### config.mk
export PLATFORM = sky130hd
export DESIGN_NAME = playfair_text_cipher_core
export DESIGN_NICKNAME = d
export VERILOG_FILES = /design/src/rtl/pfc_pkg.sv /design/src/rtl/pfc_csr.sv /design/src/rtl/pfc_front.sv /design/src/rtl/pfc_queue.sv /design/src/rtl/pfc_back.sv /design/src/rtl/playfair_text_cipher_core.sv
export SDC_FILE = /design/constraint.sdc
export NUM_CORES = 1
export LEC_CHECK = 0
export ABC_CLOCK_PERIOD_IN_PS = 8600
export BUFFER_PORTS_ARGS = -buffer_cell sky130_fd_sc_hd__buf_2
export CAP_MARGIN = 20
export CORE_MARGIN = 2
export CORE_UTILIZATION = 30
export DETAILED_ROUTE_END_ITERATION = 8
export SLEW_MARGIN = 20
export SYNTH_ARGS = -nofsm -noshare
export SYNTH_HDL_FRONTEND = slang
export SYNTH_SLANG_ARGS = --single-unit
### constraint.sdc
create_clock -name clock -period 8.6 [get_ports clock]
set_clock_uncertainty 0.05 [all_clocks]
set_input_delay 1.72 -clock clock [delete_from_list [all_inputs] [get_ports clock]]
set_output_delay 1.72 -clock clock [all_outputs]
set_load 0.005 [all_outputs]
### src/rtl/pfc_pkg.sv
// Shared types and constants for the Playfair text cipher core.
`timescale 1ns / 1ps

package pfc_pkg;

   localparam int SQUARE_SIDE = 5;
   localparam int LETTER_W    = 5;
   localparam int IDX_W       = 3;
   localparam int CSR_ADDR_W  = 5;
   localparam int CSR_DATA_W  = 32;
   localparam int ROW_W       = SQUARE_SIDE * LETTER_W;

   localparam logic [LETTER_W-1:0] LETTER_I = 5'd8;
   localparam logic [LETTER_W-1:0] LETTER_J = 5'd9;
   localparam logic [LETTER_W-1:0] LETTER_X = 5'd23;
   localparam logic [LETTER_W-1:0] LETTER_MAX = 5'd25;

   localparam logic [6:0] ASCII_LOWER_A = 7'd97;
   localparam logic [6:0] ASCII_LOWER_Z = 7'd122;

   // Register indexes, one 32-bit word apart.
   localparam logic [2:0] REG_MODE = 3'd0;
   localparam logic [2:0] REG_ROW0 = 3'd1;
   localparam logic [2:0] REG_ROW1 = 3'd2;
   localparam logic [2:0] REG_ROW2 = 3'd3;
   localparam logic [2:0] REG_ROW3 = 3'd4;
   localparam logic [2:0] REG_ROW4 = 3'd5;

   typedef logic [SQUARE_SIDE-1:0][LETTER_W-1:0] row_type;
   typedef row_type [SQUARE_SIDE-1:0] square_type;

   typedef struct packed {
      logic       mode_decrypt;
      square_type square;
   } cfg_type;

   // One letter pair handed from the front end to the cipher engine.
   typedef struct packed {
      logic [LETTER_W-1:0] first;
      logic [LETTER_W-1:0] second;
      logic                fin;
      logic                text_end;
   } pair_type;

endpackage

### src/rtl/pfc_csr.sv
// Configuration register file: mode and the five rows of the key square.
`timescale 1ns / 1ps

module pfc_csr
   import pfc_pkg::*;
(
   input  logic                  clock,
   input  logic                  reset,
   input  logic                  csr_psel,
   input  logic                  csr_penable,
   input  logic                  csr_pwrite,
   input  logic [CSR_ADDR_W-1:0] csr_paddr,
   input  logic [CSR_DATA_W-1:0] csr_pwdata,
   output logic [CSR_DATA_W-1:0] csr_prdata,
   output logic                  csr_pready,
   output cfg_type               cfg
);

   cfg_type    cfg_ff;
   cfg_type    cfg_in;
   logic [2:0] reg_idx;
   logic       wr_en;

   assign csr_pready = 1'b1;
   assign reg_idx    = csr_paddr[4:2];
   assign wr_en      = csr_psel && csr_penable && csr_pwrite;
   assign cfg        = cfg_ff;

   always_comb begin
      cfg_in = cfg_ff;
      if (wr_en) begin
         case (reg_idx)
            REG_MODE: cfg_in.mode_decrypt = csr_pwdata[0];
            REG_ROW0: cfg_in.square[0]    = csr_pwdata[ROW_W-1:0];
            REG_ROW1: cfg_in.square[1]    = csr_pwdata[ROW_W-1:0];
            REG_ROW2: cfg_in.square[2]    = csr_pwdata[ROW_W-1:0];
            REG_ROW3: cfg_in.square[3]    = csr_pwdata[ROW_W-1:0];
            REG_ROW4: cfg_in.square[4]    = csr_pwdata[ROW_W-1:0];
            default:  cfg_in = cfg_ff;
         endcase
      end
   end

   always_comb begin
      case (reg_idx)
         REG_MODE: csr_prdata = {{(CSR_DATA_W-1){1'b0}}, cfg_ff.mode_decrypt};
         REG_ROW0: csr_prdata = {{(CSR_DATA_W-ROW_W){1'b0}}, cfg_ff.square[0]};
         REG_ROW1: csr_prdata = {{(CSR_DATA_W-ROW_W){1'b0}}, cfg_ff.square[1]};
         REG_ROW2: csr_prdata = {{(CSR_DATA_W-ROW_W){1'b0}}, cfg_ff.square[2]};
         REG_ROW3: csr_prdata = {{(CSR_DATA_W-ROW_W){1'b0}}, cfg_ff.square[3]};
         REG_ROW4: csr_prdata = {{(CSR_DATA_W-ROW_W){1'b0}}, cfg_ff.square[4]};
         default:  csr_prdata = '0;
      endcase
   end

   always_ff @(posedge clock) begin
      if (reset) begin
         cfg_ff <= '0;
      end else begin
         cfg_ff <= cfg_in;
      end
   end

endmodule

### src/rtl/pfc_front.sv
// Front end: filters and folds text bytes and forms letter pairs.
`timescale 1ns / 1ps

module pfc_front
   import pfc_pkg::*;
(
   input  logic       clock,
   input  logic       reset,
   input  logic       req_tvalid,
   output logic       req_tready,
   input  logic [7:0] req_tdata,
   input  logic       req_tlast,
   input  logic       mode_decrypt,
   input  logic       q_full,
   output logic       push_valid,
   output pair_type   push_data
);

   logic                pend_valid_ff, pend_valid_in;
   logic [LETTER_W-1:0] pend_letter_ff, pend_letter_in;
   logic                hold_valid_ff, hold_valid_in;
   pair_type            hold_ff, hold_in;

   logic                is_upper, is_lower, is_letter;
   logic [7:0]          raw;
   logic [LETTER_W-1:0] letter;
   logic                p0_v, p1_v;
   pair_type            p0, p1;
   logic                accept;

   assign req_tready = !hold_valid_ff && !q_full;
   assign accept     = req_tvalid && req_tready;

   always_comb begin
      is_upper  = req_tdata inside {[8'h41:8'h5A]};
      is_lower  = req_tdata inside {[8'h61:8'h7A]};
      is_letter = is_upper || is_lower;
      raw       = is_upper ? (req_tdata - 8'h41) : (req_tdata - 8'h61);
      letter    = raw[LETTER_W-1:0];
      if (letter == LETTER_J) begin
         letter = LETTER_I;
      end

      p0_v           = 1'b0;
      p1_v           = 1'b0;
      p0             = '0;
      p1             = '0;
      pend_valid_in  = pend_valid_ff;
      pend_letter_in = pend_letter_ff;

      if (is_letter) begin
         if (pend_valid_ff) begin
            p0_v     = 1'b1;
            p0.first = pend_letter_ff;
            // In encrypt mode a doubled pair is split with x; the second letter waits on.
            if (!mode_decrypt && (pend_letter_ff == letter)) begin
               p0.second = LETTER_X;
            end else begin
               p0.second      = letter;
               pend_valid_in  = 1'b0;
               pend_letter_in = '0;
            end
         end else begin
            pend_valid_in  = 1'b1;
            pend_letter_in = letter;
         end
      end

      if (req_tlast) begin
         if (pend_valid_in) begin
            if (p0_v) begin
               p1_v      = 1'b1;
               p1.first  = pend_letter_in;
               p1.second = LETTER_X;
            end else begin
               p0_v      = 1'b1;
               p0.first  = pend_letter_in;
               p0.second = LETTER_X;
            end
         end
         pend_valid_in  = 1'b0;
         pend_letter_in = '0;
      end

      p0.fin      = !p1_v;
      p1.fin      = 1'b1;
      p0.text_end = req_tlast;
      p1.text_end = req_tlast;
   end

   assign push_valid = hold_valid_ff || (accept && p0_v);
   assign push_data  = hold_valid_ff ? hold_ff : p0;

   always_comb begin
      hold_valid_in = hold_valid_ff;
      hold_in       = hold_ff;
      if (hold_valid_ff && !q_full) begin
         hold_valid_in = 1'b0;
      end
      if (accept && p1_v) begin
         hold_valid_in = 1'b1;
         hold_in       = p1;
      end
   end

   always_ff @(posedge clock) begin
      if (reset) begin
         pend_valid_ff  <= 1'b0;
         pend_letter_ff <= '0;
         hold_valid_ff  <= 1'b0;
      end else begin
         if (accept) begin
            pend_valid_ff  <= pend_valid_in;
            pend_letter_ff <= pend_letter_in;
         end
         hold_valid_ff <= hold_valid_in;
      end
      hold_ff <= hold_in;
   end

   a_hold_blocks_input: assert property (@(posedge clock) disable iff (reset)
      hold_valid_ff |-> !req_tready)
      else $error("input taken while a second pair is held");

   a_burst_is_held: assert property (@(posedge clock) disable iff (reset)
      (accept && p1_v) |=> hold_valid_ff)
      else $error("second pair of a burst was not held");

   a_hold_waits_on_full: assert property (@(posedge clock) disable iff (reset)
      (hold_valid_ff && q_full) |=> (hold_valid_ff && $stable(hold_ff)))
      else $error("held pair dropped while the queue was full");

endmodule

### src/rtl/pfc_queue.sv
// Small pair queue between the front end and the cipher engine.
`timescale 1ns / 1ps

module pfc_queue
   import pfc_pkg::*;
#(
   parameter int DEPTH = 4
)
(
   input  logic     clock,
   input  logic     reset,
   input  logic     push_valid,
   input  pair_type push_data,
   output logic     full,
   output logic     pop_valid,
   input  logic     pop_ready,
   output pair_type pop_data
);

   localparam int PTR_W = (DEPTH > 1) ? $clog2(DEPTH) : 1;
   localparam int CNT_W = $clog2(DEPTH + 1);

   pair_type         mem [DEPTH];
   logic [PTR_W-1:0] wr_ptr_ff, wr_ptr_in;
   logic [PTR_W-1:0] rd_ptr_ff, rd_ptr_in;
   logic [CNT_W-1:0] count_ff, count_in;
   logic             do_push, do_pop;

   assign full      = (count_ff == CNT_W'(DEPTH));
   assign pop_valid = (count_ff != '0);
   assign pop_data  = mem[rd_ptr_ff];
   assign do_push   = push_valid && !full;
   assign do_pop    = pop_valid && pop_ready;

   always_comb begin
      wr_ptr_in = wr_ptr_ff;
      rd_ptr_in = rd_ptr_ff;
      count_in  = count_ff;
      if (do_push) begin
         wr_ptr_in = (wr_ptr_ff == PTR_W'(DEPTH - 1)) ? '0 : wr_ptr_ff + 1'b1;
      end
      if (do_pop) begin
         rd_ptr_in = (rd_ptr_ff == PTR_W'(DEPTH - 1)) ? '0 : rd_ptr_ff + 1'b1;
      end
      if (do_push && !do_pop) begin
         count_in = count_ff + 1'b1;
      end else if (do_pop && !do_push) begin
         count_in = count_ff - 1'b1;
      end
   end

   always_ff @(posedge clock) begin
      if (reset) begin
         wr_ptr_ff <= '0;
         rd_ptr_ff <= '0;
         count_ff  <= '0;
      end else begin
         wr_ptr_ff <= wr_ptr_in;
         rd_ptr_ff <= rd_ptr_in;
         count_ff  <= count_in;
      end
      if (do_push) begin
         mem[wr_ptr_ff] <= push_data;
      end
   end

   a_count_bound: assert property (@(posedge clock) disable iff (reset)
      count_ff <= CNT_W'(DEPTH))
      else $error("queue count beyond depth");

   a_push_counts: assert property (@(posedge clock) disable iff (reset)
      (do_push && !do_pop) |=> (count_ff == $past(count_ff) + 1'b1))
      else $error("queue count missed a push");

   a_pop_counts: assert property (@(posedge clock) disable iff (reset)
      (do_pop && !do_push) |=> (count_ff == $past(count_ff) - 1'b1))
      else $error("queue count missed a pop");

endmodule

### src/rtl/pfc_back.sv
// Cipher engine: locates both letters of a pair, applies the square rules
// and delivers the two result letters one item per cycle while rsp_tready is high.
`timescale 1ns / 1ps

module pfc_back
   import pfc_pkg::*;
(
   input  logic       clock,
   input  logic       reset,
   input  cfg_type    cfg,
   input  logic       pop_valid,
   output logic       pop_ready,
   input  pair_type   pop_data,
   output logic       rsp_tvalid,
   input  logic       rsp_tready,
   output logic [7:0] rsp_tdata,
   output logic       rsp_tlast,
   output logic [0:0] rsp_tuser
);

   typedef struct packed {
      logic [IDX_W-1:0] row;
      logic [IDX_W-1:0] col;
   } loc_type;

   // First matching cell in row-major order; row 0, column 0 when absent.
   function automatic loc_type locate(square_type sq, logic [LETTER_W-1:0] l);
      loc_type res;
      res = '0;
      for (int r = SQUARE_SIDE - 1; r >= 0; r--) begin
         for (int c = SQUARE_SIDE - 1; c >= 0; c--) begin
            if (sq[r][c] == l) begin
               res.row = IDX_W'(r);
               res.col = IDX_W'(c);
            end
         end
      end
      return res;
   endfunction

   function automatic logic [IDX_W-1:0] wrap_step(logic [IDX_W-1:0] v, logic dec);
      logic [IDX_W-1:0] res;
      if (dec) begin
         res = (v == '0) ? IDX_W'(SQUARE_SIDE - 1) : v - 1'b1;
      end else begin
         res = (v == IDX_W'(SQUARE_SIDE - 1)) ? '0 : v + 1'b1;
      end
      return res;
   endfunction

   function automatic logic [6:0] to_ascii(logic [LETTER_W-1:0] v);
      return (v > LETTER_MAX) ? ASCII_LOWER_Z : ASCII_LOWER_A + 7'(v);
   endfunction

   logic       loc_valid_ff;
   loc_type    loc_a_ff, loc_b_ff;
   logic       loc_fin_ff, loc_end_ff;

   logic       out_valid_ff, out_valid_in;
   logic       out_phase_ff, out_phase_in;
   logic [6:0] out_x_ff, out_y_ff;
   logic       out_fin_ff, out_end_ff;

   logic       out_take, out_load, loc_advance;
   loc_type    cur_a, cur_b;
   logic [IDX_W-1:0] ra, ca, rb, cb;
   logic [LETTER_W-1:0] cell_x, cell_y;

   assign out_take    = out_valid_ff && rsp_tready;
   assign out_load    = !out_valid_ff || (out_take && out_phase_ff);
   assign loc_advance = loc_valid_ff && out_load;
   assign pop_ready   = !loc_valid_ff || out_load;

   assign cur_a = locate(cfg.square, pop_data.first);
   assign cur_b = locate(cfg.square, pop_data.second);

   always_comb begin
      ra = loc_a_ff.row;
      ca = loc_a_ff.col;
      rb = loc_b_ff.row;
      cb = loc_b_ff.col;
      if (loc_a_ff.row == loc_b_ff.row) begin
         cell_x = cfg.square[ra][wrap_step(ca, cfg.mode_decrypt)];
         cell_y = cfg.square[rb][wrap_step(cb, cfg.mode_decrypt)];
      end else if (loc_a_ff.col == loc_b_ff.col) begin
         cell_x = cfg.square[wrap_step(ra, cfg.mode_decrypt)][ca];
         cell_y = cfg.square[wrap_step(rb, cfg.mode_decrypt)][cb];
      end else begin
         cell_x = cfg.square[ra][cb];
         cell_y = cfg.square[rb][ca];
      end
   end

   always_comb begin
      out_valid_in = out_valid_ff;
      out_phase_in = out_phase_ff;
      if (out_take) begin
         if (!out_phase_ff) begin
            out_phase_in = 1'b1;
         end else begin
            out_valid_in = 1'b0;
            out_phase_in = 1'b0;
         end
      end
      if (loc_advance) begin
         out_valid_in = 1'b1;
         out_phase_in = 1'b0;
      end
   end

   always_ff @(posedge clock) begin
      if (reset) begin
         loc_valid_ff <= 1'b0;
         out_valid_ff <= 1'b0;
         out_phase_ff <= 1'b0;
      end else begin
         if (pop_ready) begin
            loc_valid_ff <= pop_valid;
         end
         out_valid_ff <= out_valid_in;
         out_phase_ff <= out_phase_in;
      end
      if (pop_ready && pop_valid) begin
         loc_a_ff   <= cur_a;
         loc_b_ff   <= cur_b;
         loc_fin_ff <= pop_data.fin;
         loc_end_ff <= pop_data.text_end;
      end
      if (loc_advance) begin
         out_x_ff   <= to_ascii(cell_x);
         out_y_ff   <= to_ascii(cell_y);
         out_fin_ff <= loc_fin_ff;
         out_end_ff <= loc_end_ff;
      end
   end

   assign rsp_tvalid  = out_valid_ff;
   assign rsp_tdata   = {1'b0, (out_phase_ff ? out_y_ff : out_x_ff)};
   assign rsp_tlast   = out_phase_ff && out_fin_ff;
   assign rsp_tuser   = out_phase_ff && out_fin_ff && out_end_ff;

   a_phase_needs_valid: assert property (@(posedge clock) disable iff (reset)
      out_phase_ff |-> out_valid_ff)
      else $error("second letter phase without a pair");

   a_second_follows: assert property (@(posedge clock) disable iff (reset)
      (out_take && !out_phase_ff) |=> (out_valid_ff && out_phase_ff))
      else $error("second letter of a pair was skipped");

   a_letter_range: assert property (@(posedge clock) disable iff (reset)
      rsp_tvalid |-> (rsp_tdata >= 8'd97 && rsp_tdata <= 8'd122))
      else $error("result letter outside a to z");

   a_end_on_last: assert property (@(posedge clock) disable iff (reset)
      (rsp_tvalid && rsp_tuser[0]) |-> rsp_tlast)
      else $error("text end without run end");

endmodule

### src/rtl/playfair_text_cipher_core.sv
// Top level of the Playfair text cipher core.
//
//  channel  direction  fields
//  req      in         tdata[7:0] text_byte, tlast text_last
//  rsp      out        tdata[6:0] out_letter, tlast run_last, tuser[0] text_end
//  csr      in/out     APB registers: mode_decrypt, square_row0..square_row4
//
// The front end takes one byte per cycle while the pair queue has room; a
// byte that yields two pairs holds off the input until its second pair is pushed.
// The cipher engine delivers one letter per cycle while rsp is ready; the
// first letter of a pair passes the queue, the locate register and the output
// register before it is offered.
// Reset is synchronous; flags, pointers and settings clear at once, no clearing pass; pair data is not reset.
// The output register lets the queue keep filling while rsp is stalled.
`timescale 1ns / 1ps

module playfair_text_cipher_core
   import pfc_pkg::*;
#(
   parameter int QUEUE_DEPTH = 4
)
(
   input  logic                  clock,
   input  logic                  reset,
   input  logic                  req_tvalid,
   output logic                  req_tready,
   input  logic [7:0]            req_tdata,   // [7:0] text_byte
   input  logic                  req_tlast,
   output logic                  rsp_tvalid,
   input  logic                  rsp_tready,
   output logic [7:0]            rsp_tdata,   // [6:0] out_letter, [7] zero
   output logic                  rsp_tlast,
   output logic [0:0]            rsp_tuser,   // [0] text_end
   input  logic                  csr_psel,
   input  logic                  csr_penable,
   input  logic                  csr_pwrite,
   input  logic [CSR_ADDR_W-1:0] csr_paddr,
   input  logic [CSR_DATA_W-1:0] csr_pwdata,
   output logic [CSR_DATA_W-1:0] csr_prdata,
   output logic                  csr_pready
);

   cfg_type  cfg;
   logic     q_full;
   logic     push_valid;
   pair_type push_data;
   logic     pop_valid;
   logic     pop_ready;
   pair_type pop_data;

   pfc_csr u_csr (
      .clock       (clock),
      .reset       (reset),
      .csr_psel    (csr_psel),
      .csr_penable (csr_penable),
      .csr_pwrite  (csr_pwrite),
      .csr_paddr   (csr_paddr),
      .csr_pwdata  (csr_pwdata),
      .csr_prdata  (csr_prdata),
      .csr_pready  (csr_pready),
      .cfg         (cfg)
   );

   pfc_front u_front (
      .clock        (clock),
      .reset        (reset),
      .req_tvalid   (req_tvalid),
      .req_tready   (req_tready),
      .req_tdata    (req_tdata),
      .req_tlast    (req_tlast),
      .mode_decrypt (cfg.mode_decrypt),
      .q_full       (q_full),
      .push_valid   (push_valid),
      .push_data    (push_data)
   );

   pfc_queue #(
      .DEPTH (QUEUE_DEPTH)
   ) u_queue (
      .clock      (clock),
      .reset      (reset),
      .push_valid (push_valid),
      .push_data  (push_data),
      .full       (q_full),
      .pop_valid  (pop_valid),
      .pop_ready  (pop_ready),
      .pop_data   (pop_data)
   );

   pfc_back u_back (
      .clock      (clock),
      .reset      (reset),
      .cfg        (cfg),
      .pop_valid  (pop_valid),
      .pop_ready  (pop_ready),
      .pop_data   (pop_data),
      .rsp_tvalid (rsp_tvalid),
      .rsp_tready (rsp_tready),
      .rsp_tdata  (rsp_tdata),
      .rsp_tlast  (rsp_tlast),
      .rsp_tuser  (rsp_tuser)
   );

endmodule

==> run_results.csv <==
group,metric,value,unit
clock_tree,clock_path_buffers,3,
layout,drive_gt1_share,13.42,%
clock_tree,numCtsBuffers,26,
floorplan,die_y,259.5,um
logic_synthesis,synth_seq_area_share,27.85,%
logic_synthesis,synth-async-reset-ratio,0,%
placed_design,io_buffers,79,
floorplan,start_util,30.39,%
timing,tns,0,ns
timing,finalCriticalPeriod,5.969,ns
clock_tree,ctsResizeCount,0,
floorplan,die-area,0.06736,mm2
flow_run,max_cap_viol_count,0,
layout,final_nets,2282,
logic_synthesis,ys_ff_latch,230,
timing,slew_violations,0,
placed_design,place_congestion,1.062,
logic_synthesis,synth_area,0.01959,mm2
detailed_routing,remaining_drc_errors,0,
global_route,grt_max_degree,77,
run_status,status,"finished, final reports clean",
global_route,grt_overflow,0,
timing,hold_violations,0,
logic_synthesis,ys_top_cells_by_area,"dfxtp_1 15%, edfxtp_1 13%, mux4_2 7.8%, xnor2_1 7.1%, nand2_1 6.9%",
critical_path,critPathLaunchType,"primary input",
floorplan,ioPinCount,98,
floorplan,die_w,259.5,um
layout,final_common_cell,"nand2_1",
clock_tree,htree_num_levels,1,
detailed_routing,drt_iter0_drc,2418,
global_route,grt_usage,24.03,%
detailed_routing,routed-via-count,18540,
placed_design,place_inst,3025,
clock_tree,cts_tree,"built",
layout,regArea,0.005455,mm2
logic_synthesis,postSynthCellCount,2332,
power,p_leak,7.149,nW
timing,slew_headroom,21.82,%
clock_tree,cts-root-buf,"clkbuf_16",
global_route,grt_pass1_wl,119.2,mm
floorplan,coreArea,0.06446,mm2
power,pwr_density_cell,311.5,mW/mm2
detailed_routing,routedWlPerCell,27.33,um
logic_synthesis,dominantRegCellSynth,"dfxtp_1",
detailed_routing,ant_nets,0,
critical_path,worst_setup_path_end_kind,"output pin",
critical_path,timing_worst_setup_path_type,"in -> out",
power,worst_ir_drop_vdd,0.0001703,V
clock_tree,insertion_delay,0.59,ns
logic_synthesis,yosysTopAreaCellShare,14.82,%
logic_synthesis,yosys_warnings,0,
placed_design,dpl.hpwl,58.56,mm
clock_tree,ctsHoldBuffers,0,
logic_synthesis,synth.avg_cell_area,8.401,um2
layout,layout_common_cells,"358 x nand2_1, 209 x a21oi_1, 158 x xnor2_1",
floorplan,rows,93,
critical_path,critical_path_arrival,4.20,ns
global_route,antenna_found_initial,4,
min_path,min_path_type,"reg -> reg",
layout,fin_cells,3069,
timing,fin_crit_sh,69.41,%
layout,multiInputGateArea,0.01265,mm2
layout,fillCellCount,6679,
timing,setup_viol,0,
detailed_routing,first_pass_iters,7,
logic_synthesis,synth_edf_count,85,
layout,syn_to_final_growth,6.393,%
global_route,grt_pass1_vias,17050,
logic_synthesis,netlist-cell-type-count,87,
timing,grt_setup_unrepaired,"false",
timing,tightest_slew,1.173,ns
logic_synthesis,yosysTopAreaCell,"dfxtp_1",
critical_path,critical_path_required,6.83,ns
clock_tree,cts_setup_buffers,0,
clock_tree,clock_sink_count,230,
layout,post-route-util,32.33,%
clock_tree,cts.clk_slew.worst_paths,0.06,ns
detailed_routing,routed_wl,83.88,mm
timing,clock.fmax,167.5,MHz
critical_path,cp_max_fo,37,
detailed_routing,routed_via_density,6.041,
[layer usage]
metal / up-vias / track usage [%] / part of all wire [%]
met3: 300 / 7.547 / 13
li1: 7956 / - / -
met1: 8980 / 30.63 / 38
met2: 1301 / 35.61 / 42
met4: 4 / 13.90 / 6.8
met5: - / 0.7123 / 0.092
[Yosys cell counts (all sizes together) (8+ instances only)]
cell and instances:
o221ai 12, xor2 115, ha 30, a211oi 14
nand3b 10, clkbuf 181, o21a 8, o22ai 25
nand3 69, nand2 360, xnor2 158, edfxtp 85
a21oi 213, mux2i 124, inv 31, o21ai 106
nor3 84, mux2 32, a22oi 27, a31oi 11
mux4 71, and2 15, dfxtp 145, buf 113
a221o 27, nor2b 18, nor4 10, nand2b 11
a221oi 15, o2bb2ai 14, and3 8, nor2 101
[path summary, 6_finish.rpt]
path                                from                                to  slack [ns]  cells after the start
min reg2reg  u_back.loc_end_ff$_DFFE_PP_       u_back.out_end_ff$_DFFE_PP_        0.37                      0
min          u_back.loc_end_ff$_DFFE_PP_       u_back.out_end_ff$_DFFE_PP_        0.37                      0
max                         csr_paddr[2]                    csr_prdata[16]        2.63                      6
max reg2reg   u_back.rb[1]$_SDFFCE_PP0P_  u_back.out_y_ff[0]$_SDFFCE_PN0P_        3.04                     13
[cell type report]
cell class / count / area share [%]
diodes: 1 / 0.01201
clock buffers: 30 / 3.296
clock inverters: 13 / 0.6603
inverters: 35 / 0.6303
multi-input cells: 1784 / 60.68
flip-flops and latches: 230 / 26.17
well taps: 855 / 5.132
repair buffers: 121 / 3.422
[stage by stage]
step	hold slack, ns	power (W)	instance area [um2]	worst slack, ns
detailed placement	0.3565	0.005279	20010	2.737
floorplan	0.3503	0.004360	19630	3.769
CTS	0.3709	0.006397	20840	2.739
finish	0.3693	0.006493	20840	2.631
global route	0.3839	0.006789	20840	2.664
global placement	0.3603	0.005220	20010	2.809
[sequential cells by signal (all words and copies together) (netlist names), 3 cells and up, named ones only]
name	flops
u_back.rb	3
u_back.out_y_ff	7
u_back.cb	3
u_queue.mem	48
u_front.hold_ff	7
u_queue.count_ff	3
u_back.ca	3
u_csr.cfg	126
u_back.ra	3
u_front.pend_letter_ff	5
u_back.out_x_ff	7
[worst max-delay path: stages]
cell	delay, ns
buf_2	0.08
buf_4	0.50
nor2b_1	0.32
and2_1	0.95
a221o_1	0.42
buf_2	0.16
[kinds of logic (layout without fill, tap and decap cells)]
| family | after synthesis | in the layout | synth area share (%) |
|---|---|---|---|
| fa+ha+maj | 31 | 31 | 2.018 |
| buf+inv | 329 | 199 | 7.958 |
| compound gates | 528 | 528 | 17.22 |
| mux | 227 | 227 | 16.41 |
| xor+xnor | 273 | 273 | 12.20 |
| simple gates | 712 | 712 | 16.30 |
| other cells | 2 | 14 | 0.03833 |
| flops | 230 | 230 | 27.85 |
[where the power goes]
part / switching [W] / total (W) / internal [W]
combinational: 0.00259 / 0.00398 / 0.00139
clock: 0.000483 / 0.00111 / 0.000630
sequential: 0.0000986 / 0.00140 / 0.00130
No activity file was read; power rests on OpenSTA's default activity.
